$ cat config.mk
export PLATFORM = sky130hd
export DESIGN_NAME = timestamp_locator_in_byte_stream_unit
export DESIGN_NICKNAME = d
export VERILOG_FILES = /design/src/design/tsl_pkg.sv /design/src/design/timestamp_locator_in_byte_stream_unit.sv /design/src/design/tsl_window.sv /design/src/design/tsl_scan.sv
export SDC_FILE = /design/constraint.sdc
export NUM_CORES = 1
export LEC_CHECK = 0
export ABC_CLOCK_PERIOD_IN_PS = 36100
export BUFFER_PORTS_ARGS = -buffer_cell sky130_fd_sc_hd__buf_4
export CORE_ASPECT_RATIO = 0.9
export CORE_MARGIN = 1
export CORE_UTILIZATION = 31
export DETAILED_ROUTE_END_ITERATION = 10
export PLACE_DENSITY = 0.46
export RECOVER_POWER = 100
export SETUP_SLACK_MARGIN = 0.15
export SYNTH_ARGS = -nofsm -noshare
export SYNTH_HDL_FRONTEND = slang
export SYNTH_HIERARCHICAL = 1
export SYNTH_SLANG_ARGS = --single-unit
$ cat constraint.sdc
create_clock -name clk -period 36.1 [get_ports clk]
set_input_delay 7.22 -clock clk [delete_from_list [all_inputs] [get_ports clk]]
set_output_delay 7.22 -clock clk [all_outputs]
set_load 0.02 [all_outputs]
$ cat src/design/tsl_pkg.sv
`timescale 1ns / 1ps

package tsl_pkg;

    // Window and field widths
    localparam int WIN_LEN  = 19;
    localparam int HIST_LEN = WIN_LEN - 1;
    localparam int IDX_W    = $clog2(WIN_LEN);
    localparam int POS_W    = 16;
    localparam int SPAN_W   = 5;
    localparam int LEN_W    = 6;
    localparam int CAP_W    = 7;

    localparam int BUFFER_BYTES        = 65536;
    localparam int MAX_FRACTION_DIGITS = 10;

    localparam logic [POS_W-1:0]  POS_MAX    = '1;
    localparam logic [POS_W:0]    POS_LIMIT  = (POS_W+1)'(BUFFER_BYTES);
    localparam logic [POS_W-1:0]  POS_FIRST  = POS_W'(HIST_LEN);
    localparam logic [SPAN_W-1:0] SPAN_BASE  = SPAN_W'(WIN_LEN);
    localparam logic [SPAN_W-1:0] SPAN_SEP   = SPAN_W'(WIN_LEN + 1);
    localparam logic [SPAN_W-1:0] SPAN_FULL  = SPAN_W'(WIN_LEN + 1 + MAX_FRACTION_DIGITS);
    localparam logic [CAP_W-1:0]  CAP_RESET  = CAP_W'(32);

    // Configuration port
    localparam int APB_ADDR_W = 3;
    localparam int APB_DATA_W = 32;
    localparam logic REG_DATE_CAPACITY = 1'b0;

    // Characters of the pattern
    localparam logic [7:0] CH_DASH  = 8'h2D;
    localparam logic [7:0] CH_COLON = 8'h3A;
    localparam logic [7:0] CH_SPACE = 8'h20;
    localparam logic [7:0] CH_DOT   = 8'h2E;
    localparam logic [7:0] CH_COMMA = 8'h2C;
    localparam logic [7:0] CH_ZERO  = 8'h30;
    localparam logic [7:0] CH_NINE  = 8'h39;

    // Places of the fixed characters in the window
    localparam logic [IDX_W-1:0] POS_DASH_A  = IDX_W'(4);
    localparam logic [IDX_W-1:0] POS_DASH_B  = IDX_W'(7);
    localparam logic [IDX_W-1:0] POS_SPACE   = IDX_W'(10);
    localparam logic [IDX_W-1:0] POS_COLON_A = IDX_W'(13);
    localparam logic [IDX_W-1:0] POS_COLON_B = IDX_W'(16);

    typedef enum logic [3:0] {
        MODE_SEARCH   = 4'b0001,
        MODE_MATCHED  = 4'b0010,
        MODE_FRACTION = 4'b0100,
        MODE_DONE     = 4'b1000
    } scan_mode_t;

    typedef struct packed {
        logic              emit;
        logic              found;
        logic [POS_W-1:0]  offset;
        logic [LEN_W-1:0]  length;
    } tsl_result_t;

    function automatic logic is_digit(input logic [7:0] c);
        return (c >= CH_ZERO) && (c <= CH_NINE);
    endfunction

    function automatic logic pattern_ok(input logic [IDX_W-1:0] k, input logic [7:0] c);
        logic ok;
        case (k)
            POS_DASH_A, POS_DASH_B:   ok = (c == CH_DASH);
            POS_SPACE:                ok = (c == CH_SPACE);
            POS_COLON_A, POS_COLON_B: ok = (c == CH_COLON);
            default:                  ok = is_digit(c);
        endcase
        return ok;
    endfunction

endpackage

$ cat src/design/timestamp_locator_in_byte_stream_unit.sv
`timescale 1ns / 1ps
// A byte word that ends a scan gives its result word through the input register, then the
// result register.
// One byte word per cycle unless byte_stall is high (a result waits on a stalled output).
// Reset (rst_n, asynchronous, active low) clears the scan state, the valid flags and sets
// date_capacity to 32; the byte history is not cleared.

module timestamp_locator_in_byte_stream_unit (
    input  logic                            clk,
    input  logic                            rst_n,
    input  logic                            psel,
    input  logic                            penable,
    input  logic                            pwrite,
    input  logic [tsl_pkg::APB_ADDR_W-1:0]  paddr,
    input  logic [tsl_pkg::APB_DATA_W-1:0]  pwdata,
    output logic [tsl_pkg::APB_DATA_W-1:0]  prdata,
    output logic                            pready,
    input  logic                            byte_valid,
    output logic                            byte_stall,
    input  logic [7:0]                      data_byte,
    input  logic                            last_of_buffer,
    output logic                            result_valid,
    input  logic                            result_stall,
    output logic                            found,
    output logic [tsl_pkg::POS_W-1:0]       match_offset,
    output logic [tsl_pkg::LEN_W-1:0]       match_length
);
    import tsl_pkg::*;

    logic              s1_valid_reg, s1_valid_next;
    logic [7:0]        s1_byte_reg;
    logic              s1_last_reg;
    logic              out_valid_reg, out_valid_next;
    logic              found_reg;
    logic [POS_W-1:0]  offset_reg;
    logic [LEN_W-1:0]  length_reg;
    logic [CAP_W-1:0]  cap_reg;
    logic              win_match;
    logic              out_free;
    logic              s1_go;
    logic              take_in;
    logic              cfg_wr;
    tsl_result_t       res;

    // Configuration register
    assign pready = 1'b1;
    assign cfg_wr = psel && penable && pwrite && (paddr[APB_ADDR_W-1] == REG_DATE_CAPACITY);
    assign prdata = (paddr[APB_ADDR_W-1] == REG_DATE_CAPACITY)
                  ? {{(APB_DATA_W-CAP_W){1'b0}}, cap_reg} : '0;

    always_ff @(posedge clk or negedge rst_n)
    begin
        if (!rst_n)
        begin
            cap_reg <= CAP_RESET;
        end
        else if (cfg_wr)
        begin
            cap_reg <= pwdata[CAP_W-1:0];
        end
    end

    // Handshake: advance the input stage when its word has somewhere to go
    assign out_free   = !out_valid_reg || !result_stall;
    assign s1_go      = s1_valid_reg && (!res.emit || out_free);
    assign byte_stall = s1_valid_reg && !s1_go;
    assign take_in    = byte_valid && !byte_stall;

    assign s1_valid_next  = take_in ? 1'b1 : (s1_go ? 1'b0 : s1_valid_reg);
    assign out_valid_next = (s1_go && res.emit) ? 1'b1 : (out_free ? 1'b0 : out_valid_reg);

    always_ff @(posedge clk or negedge rst_n)
    begin
        if (!rst_n)
        begin
            s1_valid_reg  <= 1'b0;
            out_valid_reg <= 1'b0;
        end
        else
        begin
            s1_valid_reg  <= s1_valid_next;
            out_valid_reg <= out_valid_next;
        end
    end

    // Hold the input word
    always_ff @(posedge clk)
    begin
        if (take_in)
        begin
            s1_byte_reg <= data_byte;
            s1_last_reg <= last_of_buffer;
        end
    end

    tsl_window u_window (
        .clk       (clk),
        .advance   (s1_go),
        .cur_byte  (s1_byte_reg),
        .win_match (win_match)
    );

    tsl_scan u_scan (
        .clk           (clk),
        .rst_n         (rst_n),
        .advance       (s1_go),
        .cur_byte      (s1_byte_reg),
        .cur_last      (s1_last_reg),
        .win_match     (win_match),
        .date_capacity (cap_reg),
        .res           (res)
    );

    // Load the result word
    always_ff @(posedge clk)
    begin
        if (s1_go && res.emit)
        begin
            found_reg  <= res.found;
            offset_reg <= res.offset;
            length_reg <= res.length;
        end
    end

    assign result_valid = out_valid_reg;
    assign found        = found_reg;
    assign match_offset = offset_reg;
    assign match_length = length_reg;

`ifndef ASSERT_OFF
    a_stall_needs_word: assert property (@(posedge clk) disable iff (!rst_n)
        byte_stall |-> s1_valid_reg)
        else $error("input stalled with no word held");

    a_stall_needs_blocked_out: assert property (@(posedge clk) disable iff (!rst_n)
        byte_stall |-> (out_valid_reg && result_stall && res.emit))
        else $error("input stalled while the result register is free");

    a_not_found_zero: assert property (@(posedge clk) disable iff (!rst_n)
        (result_valid && !found) |-> (match_offset == '0 && match_length == '0))
        else $error("not-found result carries offset or length");

    a_length_range: assert property (@(posedge clk) disable iff (!rst_n)
        (result_valid && found) |-> (match_length <= LEN_W'(SPAN_FULL)))
        else $error("match length beyond the longest span");
`endif

endmodule

$ cat src/design/tsl_window.sv
`timescale 1ns / 1ps

module tsl_window (
    input  logic       clk,
    input  logic       advance,
    input  logic [7:0] cur_byte,
    output logic       win_match
);
    import tsl_pkg::*;

    // Oldest byte at index 0, newest at the top
    logic [7:0] hist_reg  [HIST_LEN];
    logic [7:0] hist_next [HIST_LEN];

    // Shift the history by one byte
    always_comb
    begin
        for (int i = 0; i < HIST_LEN - 1; i++)
        begin
            hist_next[i] = hist_reg[i+1];
        end
        hist_next[HIST_LEN-1] = cur_byte;
    end

    always_ff @(posedge clk)
    begin
        if (advance)
        begin
            hist_reg <= hist_next;
        end
    end

    // Compare every place of the window at once
    always_comb
    begin
        win_match = pattern_ok(IDX_W'(HIST_LEN), cur_byte);
        for (int i = 0; i < HIST_LEN; i++)
        begin
            win_match = win_match & pattern_ok(IDX_W'(i), hist_reg[i]);
        end
    end

endmodule

$ cat src/design/tsl_scan.sv
`timescale 1ns / 1ps

module tsl_scan (
    input  logic                       clk,
    input  logic                       rst_n,
    input  logic                       advance,
    input  logic [7:0]                 cur_byte,
    input  logic                       cur_last,
    input  logic                       win_match,
    input  logic [tsl_pkg::CAP_W-1:0]  date_capacity,
    output tsl_pkg::tsl_result_t       res
);
    import tsl_pkg::*;

    scan_mode_t        mode_reg,   mode_next;
    logic [POS_W-1:0]  pos_reg,    pos_next;
    logic [POS_W-1:0]  offset_reg, offset_next;
    logic [SPAN_W-1:0] span_reg,   span_next;
    logic [SPAN_W-1:0] span_inc;
    logic              live;
    logic              is_sep;
    logic              hit;

    assign live     = (pos_reg != POS_MAX) && ({1'b0, pos_reg} < POS_LIMIT);
    assign is_sep   = (cur_byte == CH_DOT) || (cur_byte == CH_COMMA);
    assign span_inc = span_reg + SPAN_W'(1);

    // Step the scan for the current byte
    always_comb
    begin
        mode_next   = mode_reg;
        offset_next = offset_reg;
        span_next   = span_reg;
        res.emit    = 1'b0;
        hit         = 1'b0;
        case (mode_reg)
            MODE_SEARCH:
            begin
                if (live && (pos_reg >= POS_FIRST) && win_match)
                begin
                    offset_next = pos_reg - POS_FIRST;
                    span_next   = SPAN_BASE;
                    mode_next   = MODE_MATCHED;
                    res.emit    = cur_last;
                    hit         = cur_last;
                end
                else
                begin
                    res.emit = cur_last;
                end
            end
            MODE_MATCHED:
            begin
                if (live && is_sep)
                begin
                    span_next = SPAN_SEP;
                    mode_next = MODE_FRACTION;
                    res.emit  = cur_last;
                    hit       = cur_last;
                end
                else
                begin
                    res.emit  = 1'b1;
                    hit       = 1'b1;
                    mode_next = MODE_DONE;
                end
            end
            MODE_FRACTION:
            begin
                if (live && is_digit(cur_byte))
                begin
                    span_next = span_inc;
                    if ((span_inc >= SPAN_FULL) || cur_last)
                    begin
                        res.emit  = 1'b1;
                        hit       = 1'b1;
                        mode_next = MODE_DONE;
                    end
                end
                else
                begin
                    res.emit  = 1'b1;
                    hit       = 1'b1;
                    mode_next = MODE_DONE;
                end
            end
            MODE_DONE:
            begin
                mode_next = MODE_DONE;
            end
            default:
            begin
                mode_next = MODE_SEARCH;
            end
        endcase

        // Form the result, clamping the span below the capacity
        res.found  = hit;
        res.offset = hit ? offset_next : '0;
        if (!hit)
        begin
            res.length = '0;
        end
        else if ({{(CAP_W-SPAN_W){1'b0}}, span_next} >= date_capacity)
        begin
            res.length = (date_capacity == '0) ? '0 : LEN_W'(date_capacity - CAP_W'(1));
        end
        else
        begin
            res.length = LEN_W'(span_next);
        end

        // Drop all buffer state after the final byte
        if (cur_last)
        begin
            mode_next   = MODE_SEARCH;
            offset_next = '0;
            span_next   = SPAN_BASE;
            pos_next    = '0;
        end
        else if (pos_reg != POS_MAX)
        begin
            pos_next = pos_reg + POS_W'(1);
        end
        else
        begin
            pos_next = pos_reg;
        end
    end

    always_ff @(posedge clk or negedge rst_n)
    begin
        if (!rst_n)
        begin
            mode_reg   <= MODE_SEARCH;
            pos_reg    <= '0;
            offset_reg <= '0;
            span_reg   <= SPAN_BASE;
        end
        else if (advance)
        begin
            mode_reg   <= mode_next;
            pos_reg    <= pos_next;
            offset_reg <= offset_next;
            span_reg   <= span_next;
        end
    end

endmodule
==> results.yml <==
pwr:
  totalPowerFinal_uw: 695
  p_seq_frac: 0.527
  p_sw_frac: 0.276
  p_leak_nw: 3.81
  p_per_area_nw_per_um2: 65.7
  p_comb_frac: 0.145
  p_int_uw: 504
  p_clk_frac: 0.328
  switchingPower_uw: 192
  peakVddDrop_uv: 38.4
routing:
  vias: 5423
  viasPerCell: 4.76
  firstDrtPassIters: 4
  ant_nets: 0
  post_drt_wl_per_cell_um: 17.1
  drc: 0
  routed_wl_mm: 19.4
  drtIter0Drc: 425
setup_path:
  ff2ff_setup_slack_ns: 27.95
  crit_path_max_fanout: 4
  arrival_ns: 7.96
  critPathKind: "input port to primary output"
  max_stage_delay_ns: 0.25
  crit_path_end_kind: "primary output"
  crit_chain: "clkbuf_1, nand4_1, inv_1, clkbuf_1"
  worst-endpoint-required_ns: 28.88
  critical_path.slowest_cell: "clkbuf_1"
  crit_family: "buffers and inverters"
  cp_common_cell: "clkbuf_1"
  startpoint_type: "input port"
  crit_buf_inv: 3
floorplanning:
  fp.dieW_um: 185
  die_h_um: 166
  core_um2: 29200
  start_util: 0.318
  rows: 59
  dieArea_um2: 30700
  io_pins: 109
logic_synthesis:
  ys_ff_latch: 222
  seq_area_frac_synth: 0.691
  synthCells: 665
  synth_edf_count: 172
  ys_async_sr_fraction: 0.225
  netlist-cell-type-count: 63
  synth_area_um2: 9300
  postSynthAreaPerCell_um2: 14.0
  ys_warn_count: 6
  synthFlopType: "edfxtp_1"
layout:
  nets: 791
  drive_above_1_share: 0.113
  final_common_cell: "edfxtp_1"
  n_antenna_cell: 0
  syn_to_final_growth_pct: 13.9
  largest_reg_flops: 133
  final_cells: 1140
  final_cell_mix: "172 x edfxtp_1, 48 x nand2_1, 45 x dfrtp_1"
  design_area_um2: 10600
  fillerInstances: 2869
timing:
  slew_viol_final: 219
  finalSetupTns_ns: 0
  finalCritPeriodShare: 0.421
  period_minus_slack_ns: 15.18
  final.setup_skew_ns: 0.0101
  rsz0062_at_grt: "false"
  hold_viol: 0
  setup_viol: 0
  tightest_slew_ns: 3.99
  max_freq_mhz: 65.9
  hold_slack_ns: 0.414
  relSlewSlack: -1.66
placed_design:
  place.gp.congestion: 0.801
  io_buffers: 55
  place_hpwl_mm: 13.2
  place_area_um2: 10000
  post-place-cells: 1097
grt:
  grt_pass1_vias: 5397
  antenna_found_initial: 0
  grt-ovfl-total: 0
  grt.total_usage: 0.128
  grt_max_degree: 80
  grt_pass1_wl_mm: 30.6
clock_network:
  htree_levels: 1
  cts_root_buf: "clkbuf_16"
  insertion_delay_ns: 0.51
  post_cts_resized: 0
  cts_setup_buffers: 0
  hold_buffers: 0
  numCtsBuffers: 24
  clk_pin_slew_ns: 0.06
  cts.sinks: 222
  clock_path_buffers: 3
  tritoncts: "built"
flow_run:
  cap_viol_max_count: 4
status:
  violations: "max-capacitance violations, max-slew violations"
  status: "finished with violations"
worst_hold_path:
  holdCritPathClass: "flip-flop to flip-flop"
-- metal layers --
metal  up-vias  share of wire  global-route usage
li1       2576              -                   -
met1      2707           0.50               0.194
met2       117           0.44               0.192
met3        23          0.039              0.0195
met4         0          0.020              0.0330
met5         -              0                   0
-- cell type report --
type | instances | area, um^2 | share of cell area
Sequential cell | 222 | 6420 | 0.606
Multi-Input combinational cell | 395 | 2540 | 0.239
Timing Repair Buffer | 61 | 312 | 0.0294
Inverter | 23 | 86.3 | 0.00815
Tap cell | 396 | 495 | 0.0468
Clock buffer | 33 | 686 | 0.0647
Clock inverter | 10 | 53.8 | 0.00508
-- per-stage QoR --
stage	setup slack [ns]	utilization
finish	20.92	0.362
global route	20.81	0.362
global placement	21.14	0.344
floorplan	18.21	-
CTS	21.14	0.369
detailed placement	21.14	0.344
-- power groups by stage --
stage	clock network [mW]	registers (mW)	logic [mW]
global route	0.245	0.373	0.113
finish	0.228	0.366	0.101
detailed placement	0	0.369	0.109
global placement	0	0.367	0.107
floorplan	0	0.369	0.0730
CTS	0.236	0.364	0.110
-- cells in the mapped netlist, drive strengths merged, types with 4 or more instances --
master / count / area, um^2
nand2: 48 / 180
nand3: 15 / 80.1
nand4b: 4 / 50.1
dfrtp: 45 / 1130
xor2: 16 / 140
a21oi: 29 / 149
nor2b: 4 / 25.0
inv: 21 / 78.8
o22ai: 9 / 56.3
and2: 4 / 25.0
nor4: 11 / 75.1
ha: 13 / 163
dfstp: 5 / 131
nor4b: 8 / 70.1
and2b: 7 / 61.3
xnor2: 11 / 96.3
edfxtp: 172 / 5160
buf: 38 / 273
nor3: 5 / 25.0
a21boi: 10 / 75.1
and4: 6 / 57.6
nand2b: 7 / 43.8
nand4: 16 / 115
o21ai: 25 / 125
o2bb2ai: 16 / 140
or3: 4 / 25.0
clkbuf: 11 / 41.3
a31oi: 6 / 37.5
mux2: 10 / 113
nor2: 41 / 154
nor4bb: 7 / 70.1
-- kinds of logic (layout without fill, tap and decap cells) --
family | Yosys count | in the layout | share of synthesized area
muxes | 11 | 11 | 0.0132
xor gates and xnor gates | 27 | 27 | 0.0254
AOI/OAI and AO/OA | 117 | 117 | 0.0841
and+or+nand+nor | 201 | 201 | 0.125
DFF | 222 | 222 | 0.691
other | 2 | 26 | 0.000808
adders and majority gates | 13 | 13 | 0.0175
buffers and inverters | 72 | 127 | 0.0431
-- path summary, 6_finish.rpt --
path                                         from                      to  cells past startpoint
setup / recovery                     result_stall              byte_stall                      4
hold / removal             u_window/hist_next[72]  u_window/hist_next[80]                      0
setup reg to reg                   s1_byte_reg[5]  u_window/hist_next[79]                      7
hold reg to reg            u_window/hist_next[72]  u_window/hist_next[80]                      0
max in group asynchronous                   rst_n            result_valid                      1
min in group asynchronous                   rst_n   u_scan/offset_reg[13]                      1
Note: power is estimated with default switching activity, not from simulation.
